### src/rtl/i2ctrf_pkg.sv
// Shared types and constants for the I2C target register file.
package i2ctrf_pkg;

    typedef enum logic [2:0] {
        KIND_ADDR    = 3'd0,
        KIND_READ    = 3'd1,
        KIND_WRITE   = 3'd2,
        KIND_STOP    = 3'd3,
        KIND_COLL    = 3'd4,
        KIND_BUS_ERR = 3'd5,
        KIND_LOCAL   = 3'd6
    } t_kind;

    localparam logic [1:0] RESP_NONE = 2'd0;
    localparam logic [1:0] RESP_ACK  = 2'd1;
    localparam logic [1:0] RESP_NACK = 2'd2;

    localparam logic [1:0] ERR_NONE = 2'd0;
    localparam logic [1:0] ERR_COLL = 2'd1;
    localparam logic [1:0] ERR_BUS  = 2'd2;

    localparam logic [1:0] CFG_OWN_ADDR    = 2'd0;
    localparam logic [1:0] CFG_VERSION     = 2'd1;
    localparam logic [1:0] CFG_NOTIFY_MASK = 2'd2;
    localparam logic [1:0] CFG_ERR_ENABLE  = 2'd3;

    localparam logic [7:0] SLOT_VERSION = 8'd0;
    localparam logic [7:0] SLOT_SWITCH  = 8'd1;
    localparam logic [7:0] SLOT_LED1    = 8'd2;
    localparam logic [7:0] SLOT_LED2    = 8'd3;
    localparam logic [7:0] SLOT_FAULT   = 8'd4;
    localparam logic [7:0] SLOT_CURRENT = 8'd5;
    localparam logic [7:0] SLOT_VOLTAGE = 8'd6;
    localparam logic [7:0] SLOT_POWER   = 8'd7;

    localparam int DIV_CURRENT = 5;
    localparam int DIV_VOLTAGE = 25;
    localparam int DIV_POWER   = 125;

    // reciprocal multiply, exact for dividends below 2**15
    localparam int RECIP_SHIFT = 22;
    localparam logic [19:0] RECIP_CURRENT =
        20'((2 ** RECIP_SHIFT + DIV_CURRENT - 1) / DIV_CURRENT);
    localparam logic [19:0] RECIP_VOLTAGE =
        20'((2 ** RECIP_SHIFT + DIV_VOLTAGE - 1) / DIV_VOLTAGE);
    localparam logic [19:0] RECIP_POWER =
        20'((2 ** RECIP_SHIFT + DIV_POWER - 1) / DIV_POWER);

    localparam logic signed [31:0] LIM_CURRENT = 32'(256 * DIV_CURRENT);
    localparam logic signed [31:0] LIM_VOLTAGE = 32'(256 * DIV_VOLTAGE);
    localparam logic signed [31:0] LIM_POWER   = 32'(256 * DIV_POWER);

endpackage

### src/rtl/i2ctrf_ram.sv
// Generic single-port-write, single-port-read RAM with registered read data.
module i2ctrf_ram #(
    parameter int DEPTH = 8,
    parameter int WIDTH = 8,
    localparam int AW = (DEPTH > 1) ? $clog2(DEPTH) : 1
) (
    input  logic             i_clk,
    input  logic             i_we,
    input  logic [AW-1:0]    i_waddr,
    input  logic [WIDTH-1:0] i_wdata,
    input  logic             i_re,
    input  logic [AW-1:0]    i_raddr,
    output logic [WIDTH-1:0] o_rdata
);

    logic [WIDTH-1:0] r_mem [DEPTH];
    logic [WIDTH-1:0] r_rdata;

    always_ff @(posedge i_clk) begin
        if (i_we) begin
            r_mem[i_waddr] <= i_wdata;
        end
        if (i_re) begin
            r_rdata <= r_mem[i_raddr];
        end
    end

    assign o_rdata = r_rdata;

endmodule

### src/rtl/i2ctrf_scale.sv
// Register update rules: boolean store and scaled, clamped measurements.
module i2ctrf_scale (
    input  logic [7:0]         i_idx,
    input  logic signed [31:0] i_value,
    output logic               o_we,
    output logic [7:0]         o_wdata
);
    import i2ctrf_pkg::*;

    logic [19:0]        recip;
    logic signed [31:0] lim;
    logic               scaled;
    logic [34:0]        prod;
    logic [7:0]         quot;

    always_comb begin
        recip  = RECIP_CURRENT;
        lim    = LIM_CURRENT;
        scaled = 1'b0;
        o_we   = 1'b0;
        case (i_idx)
            SLOT_SWITCH, SLOT_LED1, SLOT_LED2, SLOT_FAULT: begin
                o_we = 1'b1;
            end
            SLOT_CURRENT: begin
                o_we   = 1'b1;
                scaled = 1'b1;
            end
            SLOT_VOLTAGE: begin
                o_we   = 1'b1;
                scaled = 1'b1;
                recip  = RECIP_VOLTAGE;
                lim    = LIM_VOLTAGE;
            end
            SLOT_POWER: begin
                o_we   = 1'b1;
                scaled = 1'b1;
                recip  = RECIP_POWER;
                lim    = LIM_POWER;
            end
            default: begin
                o_we = 1'b0;
            end
        endcase
    end

    assign prod = 35'(i_value[14:0]) * 35'(recip);
    assign quot = prod[RECIP_SHIFT +: 8];

    always_comb begin
        if (!scaled) begin
            o_wdata = {7'd0, (i_value != 32'sd0)};
        end else if (i_value[31]) begin
            o_wdata = 8'd0;
        end else if (i_value >= lim) begin
            o_wdata = 8'hFF;
        end else begin
            o_wdata = quot;
        end
    end

endmodule

### src/rtl/i2c_target_register_file_top.sv
// I2C target register file: bus event decode, pointer control and register RAM.
//
// Usage:
//   Input channel (i_in_valid / o_in_ready) carries one bus event or local
//   firmware update per transaction: i_kind, i_bus_byte, i_local_reg,
//   i_local_value. Every event yields exactly one result transaction on the
//   output channel (o_out_valid / i_out_ready): response, read data, notify
//   and error fields.
//   Configuration channel (i_cfg_valid / o_cfg_ready) writes own address,
//   version value, notify mask and error enable; it is always ready. It must be
//   written only while no event is in flight; the block does not enforce this.
//   Pipeline: an accepted event passes the RAM stage (register RAM read and
//   write) and then the output register before its result appears.
//   Throughput: one event per cycle unless stalled; the register RAM takes one
//   read and one write each cycle, forwarding when a read hits the entry being written.
//   Reset clears the pointer, bus phase, config and all register entries
//   (entry valid bits); no clearing pass is needed.
//   When the receiver stalls, the pipeline holds and o_in_ready drops.
module i2c_target_register_file_top #(
    parameter int NUM_REGS = 8
) (
    input  logic               i_clk,
    input  logic               i_rst_n,
    input  logic               i_in_valid,
    output logic               o_in_ready,
    input  logic [2:0]         i_kind,
    input  logic [7:0]         i_bus_byte,
    input  logic [2:0]         i_local_reg,
    input  logic signed [31:0] i_local_value,
    output logic               o_out_valid,
    input  logic               i_out_ready,
    output logic [1:0]         o_response,
    output logic               o_read_valid,
    output logic [7:0]         o_read_data,
    output logic               o_notify_valid,
    output logic [2:0]         o_notify_reg,
    output logic               o_notify_value,
    output logic [1:0]         o_error_code,
    input  logic               i_cfg_valid,
    output logic               o_cfg_ready,
    input  logic [1:0]         i_cfg_index,
    input  logic [7:0]         i_cfg_data
);
    import i2ctrf_pkg::*;

    localparam int AW = $clog2(NUM_REGS);
    localparam logic [7:0] NumRegs8 = 8'(NUM_REGS);

    typedef enum logic [1:0] {
        PH_IDLE = 2'd0,
        PH_ADDR = 2'd1,
        PH_DATA = 2'd2
    } t_phase;

    // config
    logic [6:0] r_own;
    logic [7:0] r_version;
    logic [2:0] r_mask;
    logic       r_err_en;

    // state
    t_phase      r_phase, n_phase;
    logic [7:0]  r_ptr, n_ptr;
    logic [NUM_REGS-1:0] r_vld;

    // RAM stage
    logic          r_b_valid;
    logic [1:0]    r_b_resp;
    logic          r_b_rv;
    logic          r_b_ver;
    logic          r_b_fwd;
    logic [7:0]    r_b_fwd_data;
    logic          r_b_ent_vld;
    logic          r_b_nv;
    logic [2:0]    r_b_nr;
    logic          r_b_nval;
    logic [1:0]    r_b_err;
    logic          r_b_we;
    logic [AW-1:0] r_b_waddr;
    logic [7:0]    r_b_wdata;

    // output register
    logic       r_out_valid;
    logic [1:0] r_out_resp;
    logic       r_out_rv;
    logic [7:0] r_out_rd;
    logic       r_out_nv;
    logic [2:0] r_out_nr;
    logic       r_out_nval;
    logic [1:0] r_out_err;

    logic        advance, accept;
    t_kind       kind;
    logic        ptr_in;
    logic [7:0]  ptr_inc;
    logic        ptr_wrap;
    logic [AW-1:0] ptr_addr;
    logic [1:0]  resp;
    logic        rd_en;
    logic        nv;
    logic [2:0]  nr;
    logic        nval;
    logic [1:0]  err;
    logic        upd_go;
    logic [7:0]  upd_idx;
    logic signed [31:0] upd_val;
    logic        sc_we;
    logic [7:0]  sc_wdata;
    logic        ram_we;
    logic [7:0]  ram_q;
    logic        fwd;
    logic [7:0]  b_rd;

    assign advance    = !r_out_valid || i_out_ready;
    assign o_in_ready = advance;
    assign accept     = i_in_valid && advance;
    assign o_cfg_ready = 1'b1;

    assign kind     = t_kind'(i_kind);
    assign ptr_in   = r_ptr < NumRegs8;
    assign ptr_inc  = r_ptr + 8'd1;
    assign ptr_wrap = ptr_inc >= NumRegs8;
    assign ptr_addr = r_ptr[AW-1:0];

    always_comb begin
        n_phase = r_phase;
        n_ptr   = r_ptr;
        resp    = RESP_NONE;
        rd_en   = 1'b0;
        nv      = 1'b0;
        nr      = 3'd0;
        nval    = 1'b0;
        err     = ERR_NONE;
        upd_go  = 1'b0;
        upd_idx = r_ptr;
        upd_val = $signed({24'd0, i_bus_byte});
        case (kind)
            KIND_ADDR: begin
                if ({1'b0, r_own} == i_bus_byte) begin
                    n_phase = PH_ADDR;
                    resp    = RESP_ACK;
                end
            end
            KIND_READ: begin
                if (ptr_in) begin
                    rd_en = 1'b1;
                    n_ptr = ptr_wrap ? 8'd0 : ptr_inc;
                end
            end
            KIND_WRITE: begin
                if (r_phase == PH_ADDR) begin
                    n_ptr   = i_bus_byte;
                    resp    = RESP_ACK;
                    n_phase = PH_DATA;
                end else if (r_phase == PH_DATA && ptr_in) begin
                    upd_go = 1'b1;
                    n_ptr  = ptr_wrap ? 8'd0 : ptr_inc;
                    resp   = ptr_wrap ? RESP_NACK : RESP_ACK;
                    case (r_ptr)
                        SLOT_SWITCH: nv = r_mask[0];
                        SLOT_LED1:   nv = r_mask[1];
                        SLOT_LED2:   nv = r_mask[2];
                        default:     nv = 1'b0;
                    endcase
                    if (nv) begin
                        nr   = r_ptr[2:0];
                        nval = (i_bus_byte != 8'd0);
                    end
                end
            end
            KIND_STOP: begin
                n_phase = PH_IDLE;
            end
            KIND_COLL: begin
                err     = r_err_en ? ERR_COLL : ERR_NONE;
                n_phase = PH_IDLE;
            end
            KIND_BUS_ERR: begin
                err     = r_err_en ? ERR_BUS : ERR_NONE;
                n_phase = PH_IDLE;
            end
            KIND_LOCAL: begin
                upd_idx = {5'd0, i_local_reg};
                upd_val = i_local_value;
                upd_go  = upd_idx < NumRegs8;
            end
            default: begin
                n_phase = r_phase;
            end
        endcase
    end

    i2ctrf_scale u_scale (
        .i_idx   (upd_idx),
        .i_value (upd_val),
        .o_we    (sc_we),
        .o_wdata (sc_wdata)
    );

    assign ram_we = advance && r_b_valid && r_b_we;
    assign fwd    = r_b_valid && r_b_we && (r_b_waddr == ptr_addr);

    i2ctrf_ram #(
        .DEPTH (NUM_REGS),
        .WIDTH (8)
    ) u_ram (
        .i_clk   (i_clk),
        .i_we    (ram_we),
        .i_waddr (r_b_waddr),
        .i_wdata (r_b_wdata),
        .i_re    (accept && rd_en),
        .i_raddr (ptr_addr),
        .o_rdata (ram_q)
    );

    always_comb begin
        b_rd = 8'd0;
        if (r_b_rv) begin
            if (r_b_ver) begin
                b_rd = r_version;
            end else if (r_b_fwd) begin
                b_rd = r_b_fwd_data;
            end else if (r_b_ent_vld) begin
                b_rd = ram_q;
            end
        end
    end

    always_ff @(posedge i_clk) begin
        if (accept) begin
            r_b_resp     <= resp;
            r_b_rv       <= rd_en;
            r_b_ver      <= (r_ptr == SLOT_VERSION);
            r_b_fwd      <= fwd;
            r_b_fwd_data <= r_b_wdata;
            r_b_ent_vld  <= r_vld[ptr_addr];
            r_b_nv       <= nv;
            r_b_nr       <= nr;
            r_b_nval     <= nval;
            r_b_err      <= err;
            r_b_waddr    <= upd_idx[AW-1:0];
            r_b_wdata    <= sc_wdata;
        end
        if (advance) begin
            r_out_resp <= r_b_resp;
            r_out_rv   <= r_b_rv;
            r_out_rd   <= b_rd;
            r_out_nv   <= r_b_nv;
            r_out_nr   <= r_b_nr;
            r_out_nval <= r_b_nval;
            r_out_err  <= r_b_err;
        end
        if (!i_rst_n) begin
            r_own       <= 7'd0;
            r_version   <= 8'd0;
            r_mask      <= 3'd0;
            r_err_en    <= 1'b0;
            r_phase     <= PH_IDLE;
            r_ptr       <= 8'd0;
            r_vld       <= '0;
            r_b_valid   <= 1'b0;
            r_b_we      <= 1'b0;
            r_out_valid <= 1'b0;
        end else begin
            if (i_cfg_valid) begin
                case (i_cfg_index)
                    CFG_OWN_ADDR:    r_own     <= i_cfg_data[6:0];
                    CFG_VERSION:     r_version <= i_cfg_data;
                    CFG_NOTIFY_MASK: r_mask    <= i_cfg_data[2:0];
                    CFG_ERR_ENABLE:  r_err_en  <= i_cfg_data[0];
                    default:         r_own     <= r_own;
                endcase
            end
            if (ram_we) begin
                r_vld[r_b_waddr] <= 1'b1;
            end
            if (accept) begin
                r_phase <= n_phase;
                r_ptr   <= n_ptr;
            end
            if (advance) begin
                r_b_valid   <= accept;
                r_b_we      <= accept && upd_go && sc_we;
                r_out_valid <= r_b_valid;
            end
        end
    end

    assign o_out_valid    = r_out_valid;
    assign o_response     = r_out_resp;
    assign o_read_valid   = r_out_rv;
    assign o_read_data    = r_out_rd;
    assign o_notify_valid = r_out_nv;
    assign o_notify_reg   = r_out_nr;
    assign o_notify_value = r_out_nval;
    assign o_error_code   = r_out_err;

    a_read_no_resp: assert property (@(posedge i_clk) disable iff (!i_rst_n)
        (r_out_valid && r_out_rv) |-> (r_out_resp == RESP_NONE))
        else $error("read result carries a bus response");

    a_notify_resp: assert property (@(posedge i_clk) disable iff (!i_rst_n)
        (r_out_valid && r_out_nv) |-> (r_out_resp != RESP_NONE))
        else $error("notify without write acknowledge");

    a_ptr_range: assert property (@(posedge i_clk) disable iff (!i_rst_n)
        (accept && kind == KIND_READ && ptr_in) |=> (r_ptr < NumRegs8))
        else $error("pointer left range after read");

    a_no_version_write: assert property (@(posedge i_clk) disable iff (!i_rst_n)
        ram_we |-> (r_b_waddr != SLOT_VERSION[AW-1:0]))
        else $error("RAM write to version slot");

    a_err_enable: assert property (@(posedge i_clk) disable iff (!i_rst_n)
        (r_out_valid && r_out_err != ERR_NONE) |-> r_err_en)
        else $error("error reported while disabled");

endmodule

### config.mk
export PLATFORM = sky130hd
export DESIGN_NAME = i2c_target_register_file_top
export DESIGN_NICKNAME = d
export VERILOG_FILES = /design/src/rtl/i2ctrf_pkg.sv /design/src/rtl/i2ctrf_ram.sv /design/src/rtl/i2ctrf_scale.sv /design/src/rtl/i2c_target_register_file_top.sv
export SDC_FILE = /design/constraint.sdc
export NUM_CORES = 1
export LEC_CHECK = 0
export BUFFER_PORTS_ARGS = -buffer_cell sky130_fd_sc_hd__buf_2
export CAP_MARGIN = 20
export CORE_AREA = 2 2 199 240
export CTS_CLUSTER_DIAMETER = 80
export DETAILED_ROUTE_END_ITERATION = 12
export DIE_AREA = 0 0 201 242
export PLACE_DENSITY_LB_ADDON = 0.05
export SKIP_CTS_REPAIR_TIMING = 1
export SYNTH_ARGS = -nofsm -noshare
export SYNTH_HDL_FRONTEND = slang
export SYNTH_SLANG_ARGS = --single-unit
export TNS_END_PERCENT = 20
### constraint.sdc
create_clock -name i_clk -period 12.2 [get_ports i_clk]
set_input_delay 0.61 -clock i_clk [delete_from_list [all_inputs] [get_ports i_clk]]
set_output_delay 0.61 -clock i_clk [all_outputs]
set_load 0.01 [all_outputs]
Yosys cells after proc, flatten, opt, wreduce, memory -nomap -nowiden
Memories as Yosys holds them, arrays and structs flattened. A register that Yosys moved wholly into a read port is not among the register bits.
Cells that the tools add are included.
{"block": "totals", "register_bits": 90, "ramBits": 64, "input_bits": 61, "output_inout_bits": 21, "wordCells": 145, "memories": 1}
{"memory": "u_ram.r_mem", "words": 8, "width": 8, "read_ports": 1, "rd_clocked_by_memory_dff": 1, "write_ports": 1, "line_no": "i2ctrf_ram.sv:16", "text": "logic [WIDTH-1:0] r_mem [DEPTH];"}
{"block": "classes", "add_sub_neg": 1, "multipliers": 1, "order_cmp": 6, "eq_ne": 27, "mux": 43, "bitwise_logic": 5, "reduce_logical": 31}
{"cell": "two-way mux 8 bit", "n": 9}
{"cell": "one-hot mux 20 bit (2 select lines)", "n": 1}
{"cell": "== test 8 x 2 -> 1 bit (second input constant)", "n": 4}
{"cell": "== test 8 x 3 -> 1 bit (second input constant)", "n": 4}
{"cell": "greater-or-equal comparator 32 x 16 -> 1 bit", "n": 1}
{"cell": "two-way mux 32 bit", "n": 1}
{"cell": "nonzero test 32 bit", "n": 1}
{"cell": "multiplier 15 x 20 -> 30 bit", "n": 1}
{"cell": "one-hot mux 15 bit (2 select lines)", "n": 1}
{"cell": "two-way mux 1 bit", "n": 17}
{"cell": "== test 8 x 1 -> 1 bit (second input constant)", "n": 2}
{"cell": "one-hot mux 8 bit (2 select lines)", "n": 1}
{"cell": "two-way mux 2 bit", "n": 6}
{"cell": "logical AND 1 bit", "n": 10}
{"cell": "== test 3 bit (second input constant)", "n": 3}
{"cell": "OR reduction 3 bit", "n": 3}
{"cell": "adder 8 x 1 -> 8 bit (second input constant)", "n": 1}
{"cell": "== test 7 x 8 -> 1 bit", "n": 1}
{"cell": "greater-or-equal comparator 8 x 4 -> 1 bit (second input constant)", "n": 1}
{"cell": "zero test 8 bit", "n": 1}
{"cell": "less-than comparator 3 x 4 -> 1 bit (second input constant)", "n": 2}
{"cell": "less-than comparator 8 x 4 -> 1 bit (second input constant)", "n": 1}
{"cell": "OR 8 bit", "n": 1}
{"cell": "one-hot mux 2 bit (2 select lines)", "n": 2}
{"cell": "other kinds (26)", "n": 39}

Longest topological paths before layout
Gate-level depths: netlist of the first run.
{"block": "depth", "ltp_word": 8, "mapped_depth": 31, "depth_no_buf": 28}

By module
From an unflattened synthesis of the first run, not the netlist that was laid out.
{"block": "hier_totals", "cells_unflattened": 1275, "hier_area_um2": 14091.0}
{"mod": "i2ctrf_scale", "instances": 1, "cells_per_inst": 783, "area_each_um2": 7181.9, "seq_area_each_um2": 0.0}
{"mod": "i2c_target_register_file_top", "instances": 1, "cells_per_inst": 378, "area_each_um2": 4137.7, "seq_area_each_um2": 2302.2}
{"mod": "i2ctrf_ram", "instances": 1, "cells_per_inst": 114, "area_each_um2": 2771.4, "seq_area_each_um2": 2162.1}

Worst setup path before layout of the first run
Ideal clock, no wire load.
{"block": "synth_path", "path_kind": "input -> register", "start": "input i_kind[2]", "end": "register r_b_wdata[0] (data pin)", "setup_time_ns": 0.266, "arrival_time_ns": 7.432, "required_ns": 11.934, "path_slack_ns": 4.503, "cell_stages": 26, "n_path_buf": 3, "cell_sequence": "clkbuf_1 nand3b_1 clkbuf_1 a21oi_1 and2_1 inv_1 buf_1 nand2_1 fa_1 fa_1 inv_1 fa_1 fa_1 fa_1 inv_1 fa_1 inv_1 ha_1 a21o_1 a21o_1 a21oi_1 nor3_1 or4_1 or3_1 a21oi_1 a211oi_1"}
{"block": "synth_via", "elab_chain_len": 8, "elab_cells_between_ends": 16, "cone_classes": "mul: 1; order compare: 1; eq/ne: 4; mux: 8; reduce/logical: 2"}
{"item": "start, declared", "line_no": "i2c_target_register_file_top.sv:26", "text": "input logic [2:0] i_kind,"}
{"item": "== test 3 bit *", "line_no": "i2c_target_register_file_top.sv:137", "text": "case (kind)"}
{"item": "two-way mux 8 bit", "line_no": "i2c_target_register_file_top.sv:137"}
{"item": "== test 8 x 3 -> 1 bit", "line_no": "i2ctrf_scale.sv:21", "text": "case (i_idx)"}
{"item": "one-hot mux 20 bit (2 select lines) or one-hot mux 15 bit (2 select lines) (tied branches)", "line_no": "i2ctrf_scale.sv:21"}
{"item": "multiplier 15 x 20 -> 30 bit or greater-or-equal comparator 32 x 16 -> 1 bit (tied branches)", "line_no": "i2ctrf_scale.sv:47, i2ctrf_scale.sv:55"}
{"item": "two-way mux 8 bit", "line_no": "i2ctrf_scale.sv:55", "text": "end else if (i_value >= lim) begin"}
{"item": "two-way mux 1 bit", "line_no": "i2ctrf_scale.sv:53", "text": "end else if (i_value[31]) begin"}
{"item": "two-way mux 1 bit *", "line_no": "i2ctrf_scale.sv:51", "text": "if (!scaled) begin"}
{"item": "via sc_wdata[0]", "line_no": "i2c_target_register_file_top.sv:108", "text": "logic [7:0] sc_wdata;"}
{"item": "end signal, assigned", "line_no": "i2c_target_register_file_top.sv:242", "text": "r_b_wdata <= sc_wdata;"}
{"item": "end, declared", "line_no": "i2c_target_register_file_top.sv:80", "text": "logic [7:0] r_b_wdata;"}
The timed path passes the listed nets; every way through them passes the cells marked *.
A chain may end at the register's enable or synchronous reset.

Worst setup path after layout of the first run
{"block": "layout_path", "start": "input i_kind[2]", "end": "register r_b_wdata[7] (data pin)"}
{"block": "layout_via", "elab_chain_len": 7, "elab_cells_between_ends": 15, "cone_classes": "mul: 1; order compare: 1; eq/ne: 4; mux: 6; bitwise: 1; reduce/logical: 2"}
{"item": "== test 3 bit *", "line_no": "i2c_target_register_file_top.sv:137"}
{"item": "parallel branches: the longest is 6 deep, another holds multiplier 15 x 20 -> 30 bit"}
Mark *: on every way between the ends.

==> results.toml, run 1 <==
[placement]
io_buffers = 80
dp.cells = 1955
place.gp.congestion = 0.863
post-place-ws_ns = 3.33
post-dp-hpwl_um = 32700

[sta]
relSlewSlack = 0.327
fin_hold_ws_ns = 0.421
final_hold_viol_count = 0
layout_setup_ws_ns = 3.84
fmax_mhz = 120
drv_slew = 0
worst_slew_pin_slew_ns = 1.01
fin_crit_sh = 0.685
setup_violations = 0
finalCriticalPeriod_ns = 8.36
fin_worst_skew_ns = 0.0106
tns_ns = 0
rsz0062_at_grt = "no"

[power]
leakage_nw = 7.38
peakVddDrop_v = 0.0000951
power.density_nw_per_um2 = 139

[synthesis]
postSynth.asyncResetShare = 0
synthesis.area_um2 = 13800
netlist_instances = 1271
synth-seq-area-share = 0.323
synth_edf_count = 122
synth_cell_types = 69
yosys_warnings = 0
ys_ff_latch = 162
syn-num-nets = 1629
avgSynthCellArea_um2 = 10.9
synth-main-ff-cell = "edfxtp_1"

[floorplanning]
fp.coreArea_um2 = 46500
chipHeight_um = 242
die_w_um = 201
row_count = 87
start_util = 0.297
die_area_um2 = 48600
io-pin-count = 82

[grt]
grt_antenna_before_repair = 2
grtUsageTotal = 0.169
grt_pass1_wl_um = 60800
grt_overflow = 0
grt_max_degree = 41
grt_pass1_vias = 9788

[clock_network]
root_buffer = "clkbuf_16"
h-tree-depth = 4
cts_sinks = 162
cts_tree = "done"
cts_buffers = 17
clock_latency_ns = 0.43
ctsLongestPathBuffers = 2
cts.clk_slew.worst_paths_ns = 0.07

[drt]
viasPerCell = 4.44
drt-initial-drc-count = 380
ant_nets = 0
drc = 0
wl_per_cell_um = 19.9
routed_wl_um = 39600
num_vias = 8831
first_pass_iters = 5

[hold_path]
hold_path_class = "reg2reg"

[layout]
layout.cells.non_filler = 1988
final_nets = 1710
regMostFlops = "u_ram.r_mem"
area_growth_pct = 12.7
diodes = 0
largest_register_ff_count = 64
layout-drive-gt1-share = 0.120

[setup_path]
timing.critical_path.mode_cell = "fa_1"
cp_data_arrival_time_ns = 8.53
critPathMaxStageDelay_ns = 0.63
worstPathMaxFanout = 17
cp_num_buf_inv = 5
criticalPathCategory = "in2reg"
cpMaxStageDelayCell = "and3b_1"
worstSetupEndpointType = "flip-flop"
cp-start-kind = "input pin"
cp_top_family = "adder cells"
cp.required_ns = 12.37

[job]
drv_cap = 0

[status]
outcome = "finished, final reports clean"
==> synthesized netlist by cell type (2+ instances only) <==
library cell | number | area share
inv_1 | 296 | 0.080
fa_1 | 155 | 0.22
ha_1 | 142 | 0.13
edfxtp_1 | 122 | 0.27
nand2_1 | 105 | 0.029
nor2_1 | 53 | 0.014
dfxtp_1 | 40 | 0.058
nor2b_1 | 32 | 0.015
a21oi_1 | 31 | 0.011
mux2i_1 | 29 | 0.021
o21ai_0 | 26 | 0.0094
xnor2_1 | 24 | 0.015
clkbuf_1 | 22 | 0.0060
mux4_2 | 18 | 0.029
a22oi_1 | 15 | 0.0082
and2_1 | 15 | 0.0068
nand3_1 | 14 | 0.0051
nand4_1 | 11 | 0.0050
a21o_1 | 10 | 0.0054
nor4_1 | 10 | 0.0045
o21a_1 | 9 | 0.0049
nor3_1 | 8 | 0.0029
or2_2 | 6 | 0.0027
buf_1 | 5 | 0.0014
nand2b_1 | 5 | 0.0023
xor2_1 | 5 | 0.0032
nand3b_1 | 4 | 0.0022
a211oi_1 | 3 | 0.0016
a21boi_0 | 3 | 0.0016
and3_1 | 3 | 0.0014
buf_6 | 3 | 0.0024
nor3b_1 | 3 | 0.0016
or3_1 | 3 | 0.0014
a221o_1 | 2 | 0.0015
a31oi_1 | 2 | 0.00091
and4_1 | 2 | 0.0013
conb_1 | 2 | 0.00054
o21bai_1 | 2 | 0.0011
==> kinds of logic (layout without fill, tap and decap cells) <==
group / Yosys count / after routing / synth area share
xor+xnor: 29 / 29 / 0.0184
flops: 162 / 162 / 0.323
other cells: 2 / 2 / 0.000544
simple gates: 283 / 283 / 0.102
compound gates: 121 / 121 / 0.0601
buf+inv: 330 / 424 / 0.0918
mux: 47 / 47 / 0.0504
fa+ha+maj: 297 / 297 / 0.353
==> cells in the final DEF, fill, tap and decap left out, types with 29 or more instances in the layout <==
master / n
inv_1: 296
fa_1: 155
ha_1: 142
edfxtp_1: 122
nand2_1: 105
buf_2: 80
nor2_1: 53
dfxtp_1: 40
nor2b_1: 32
a21oi_1: 29
mux2i_1: 29
==> routing by layer <==
metal / wire, um / up-vias / part of all wire / global-route usage
li1: - / 4283 / - / -
met1: 16600 / 4372 / 0.42 / 0.201
met2: 21200 / 132 / 0.54 / 0.318
met3: 948 / 40 / 0.024 / 0.0198
met4: 761 / 4 / 0.019 / 0.0468
met5: 20 / - / 0.00051 / 0
==> layout make-up <==
cell class | count | area [um2]
Clock buffer | 18 | 429
Tap cell | 623 | 779
Multi-Input combinational cell | 779 | 8080
Inverter | 297 | 1110
Fill cell | 4775 | 30900
Sequential cell | 162 | 4460
Timing Repair Buffer | 95 | 513
Clock inverter | 14 | 176
==> worst paths after layout <==
kind	slack, ns	startpoint	depth (start not counted)	to
setup / recovery	3.84	i_kind[2]	25	r_b_wdata[7]
hold / removal	0.42	r_b_nv	0	o_notify_valid
setup reg to reg	4.03	r_ptr[2]	26	r_b_wdata[7]
hold reg to reg	0.42	r_b_nv	0	o_notify_valid
==> metrics by stage <==
step            util  cell area, um2  total power, mW
2_1_floorplan      -           13800             1.35
3_3_place_gp   0.322           14900             1.65
3_5_place_dp   0.322           14900             1.64
4_1_cts        0.335           15600             2.20
5_1_grt        0.335           15600             2.36
6_report       0.335           15600             2.16
==> power breakdown <==
| part | leakage (nW) | internal (mW) | switching (mW) |
|---|---|---|---|
| Clock | 0.289 | 0.309 | 0.240 |
| Combinational | 5.60 | 0.408 | 0.584 |
| Sequential | 1.49 | 0.605 | 0.0107 |
| Total | 7.38 | 1.32 | 0.835 |
Power figures use the tool's default switching activity.
==> run 2, diff against run 1 <==
Settings changed: ABC_AREA from default to 1, CORE_AREA 2 2 199 240 to 2 2 203 244, DIE_AREA 0 0 201 242 to 0 0 205 246.
Clock period 12.2 ns to 8.7 ns, I/O delays scaled along.
==> run 2 against run 1 <==
Clock skew decreased by 0.00051 ns. Clock power increased by 33%. Global-route usage increased by 0.51 points. Critical path type unchanged. Largest power group unchanged.
==> results.toml, run 2 <==
[status]
outcome = "finished, final reports clean"

[setup_path]
critPathMaxStageDelay_ns = 0.55
timing.critical_path.mode_cell = "fa_1"
cpMaxStageDelayCell = "fa_1"
crit-reg2reg-capture = "r_b_wdata[7]"
r2r_cells = 31
r2r_start = "r_ptr[1]"
criticalPathCategory = "in2reg"
cp-start-kind = "input pin"
worstPathMaxFanout = 30
cp_data_arrival_time_ns = 7.91
rrSetupSlack_ns = 1.03
cp.required_ns = 8.88
worstSetupEndpointType = "flip-flop"

[clock_network]
cts_tree = "done"
ctsLongestPathBuffers = 2
cts.clk_slew.worst_paths_ns = 0.06
cts_sinks = 162
h-tree-depth = 4
root_buffer = "clkbuf_16"
cts_buffers = 17
clock_latency_ns = 0.43

[drt]
drc = 0
wl_per_cell_um = 18.6
viasPerCell = 4.45
drt-initial-drc-count = 409
routed_wl_um = 42800
ant_nets = 0
num_vias = 10300
first_pass_iters = 4

[power]
peakVddDrop_v = 0.000120
power.density_nw_per_um2 = 228
p_total_mw = 3.64
leakage_nw = 7.59

[synthesis]
netlist_instances = 1579
postSynth.asyncResetShare = 0
ys_top_cells_by_count = "inv_1, nor2_1, nand2_1, fa_1, ha_1"
yosys_warnings = 0
synth_most_common_cell = "inv_1"
synth_edf_count = 122
synth-main-ff-cell = "edfxtp_1"
avgSynthCellArea_um2 = 9.04
synth_cell_types = 50
synthesis.area_um2 = 14300
synth-seq-area-share = 0.313
synth_top_area_share = 0.257
ys_ff_latch = 162
yosys.area.top_type = "edfxtp_1"
syn-num-nets = 1937
ys_top_cells_by_area = "edfxtp_1, fa_1, ha_1"

[floorplanning]
chipHeight_um = 246
die_w_um = 205
fp.coreArea_um2 = 48000
start_util = 0.297
die_area_um2 = 50400
io-pin-count = 82
row_count = 88

[placement]
post-dp-hpwl_um = 36100
place.gp.congestion = 0.881
io_buffers = 80
dp.cells = 2270

[hold_path]
min_from = "i_cfg_data[7]"
hold_depth = 3
hold_path_class = "in2reg"
hold_end = "r_version[7]"

[sta]
fin_crit_sh = 0.888
fin_worst_skew_ns = 0.0101
relSlewSlack = 0.278
final_hold_viol_count = 0
rsz0062_at_grt = "no"
fin_hold_ws_ns = 0.236
tns_ns = 0
drv_slew = 0
setup_violations = 0
worst_slew_pin_slew_ns = 1.08
finalCriticalPeriod_ns = 7.73
fmax_mhz = 129

[layout]
final_nets = 2017
area_growth_pct = 11.9
diodes = 0
layout_common_cells = "inv_1, nor2_1, nand2_1, fa_1, ha_1"
layout_commonest_cell = "inv_1"
largest_register_ff_count = 64
layout.cells.non_filler = 2301
layout-drive-gt1-share = 0.0910
regMostFlops = "u_ram.r_mem"

[grt]
grt_max_degree = 42
grt_pass1_vias = 11000
grt_overflow = 0
grt_antenna_before_repair = 0
grt_pass1_wl_um = 65100
grtUsageTotal = 0.174

[job]
drv_cap = 0
==> run 2: cell types whose count changed in the layout (fill, tap and decap cells not counted), sizes merged, moves of 19 or more <==
cell | before | now
a21oi | 32 | 68
inv | 301 | 375
mux2i | 29 | 0
nand2 | 105 | 162
nand3 | 14 | 33
nor2 | 53 | 249
nor2b | 32 | 0
o21ai | 27 | 93
==> run 2: layer usage <==
| metal | wire length, um | vias up | GRT usage |
|---|---|---|---|
| li1 | - | 5130 | - |
| met1 | 17800 | 4970 | 0.201 |
| met2 | 23500 | 109 | 0.338 |
| met3 | 617 | 41 | 0.0149 |
| met4 | 871 | 0 | 0.0476 |
| met5 | 0 | - | 0 |
==> run 2: worst max-delay path by stage <==
stage	slack, ns	cells after the start	startpoint	endpoint
6_report	0.97	32	i_kind[0]	r_b_wdata[7]
3_5_place_dp	0.44	32	i_kind[0]	r_b_wdata[7]
5_1_grt	0.44	32	i_kind[0]	r_b_wdata[7]
2_1_floorplan	2.27	30	i_kind[0]	r_b_wdata[7]
3_3_place_gp	0.46	32	i_kind[0]	r_b_wdata[7]
4_1_cts	0.90	32	i_kind[0]	r_b_wdata[7]
==> run 2: worst max-delay path: cells and delay by family <==
family          cells  cell delay (ns)
simple gates       12             2.02
fa+ha+maj           7             3.23
compound gates      4             0.88
buf+inv             9             1.30
==> run 2: final cells by class <==
cell class                 instances  area (um2)
clock inverter                    14         138
clock buffer                      17         425
sequential                       162        4460
timing repair buffer              91         483
tap                              630         788
multi-input combinational       1013        8260
inverter                         374        1410
fill                            5149       32000
==> run 2: report_power, final <==
part	switching [mW]	leakage [nW]	internal, mW
combinational	1.30	5.83	0.732
clock	0.313	0.266	0.419
sequential	0.0183	1.50	0.856
==> run 2: stage by stage <==
step	cell area, um2	setup WS, ns	utilization
after floorplan	14300	2.27	-
after global placement	15400	0.456	0.321
after detailed placement	15400	0.444	0.321
after CTS	16000	0.903	0.333
after global routing	16000	0.440	0.333
final	16000	0.973	0.333
==> run 2: logic make-up after synthesis <==
kind of cell,after synthesis,share of synthesized area
compound gates,211,0.0836
xor+xnor,15,0.0102
fa+ha+maj,297,0.342
buf+inv,404,0.109
flops,162,0.313
other cells,2,0.000526
simple gates,488,0.142
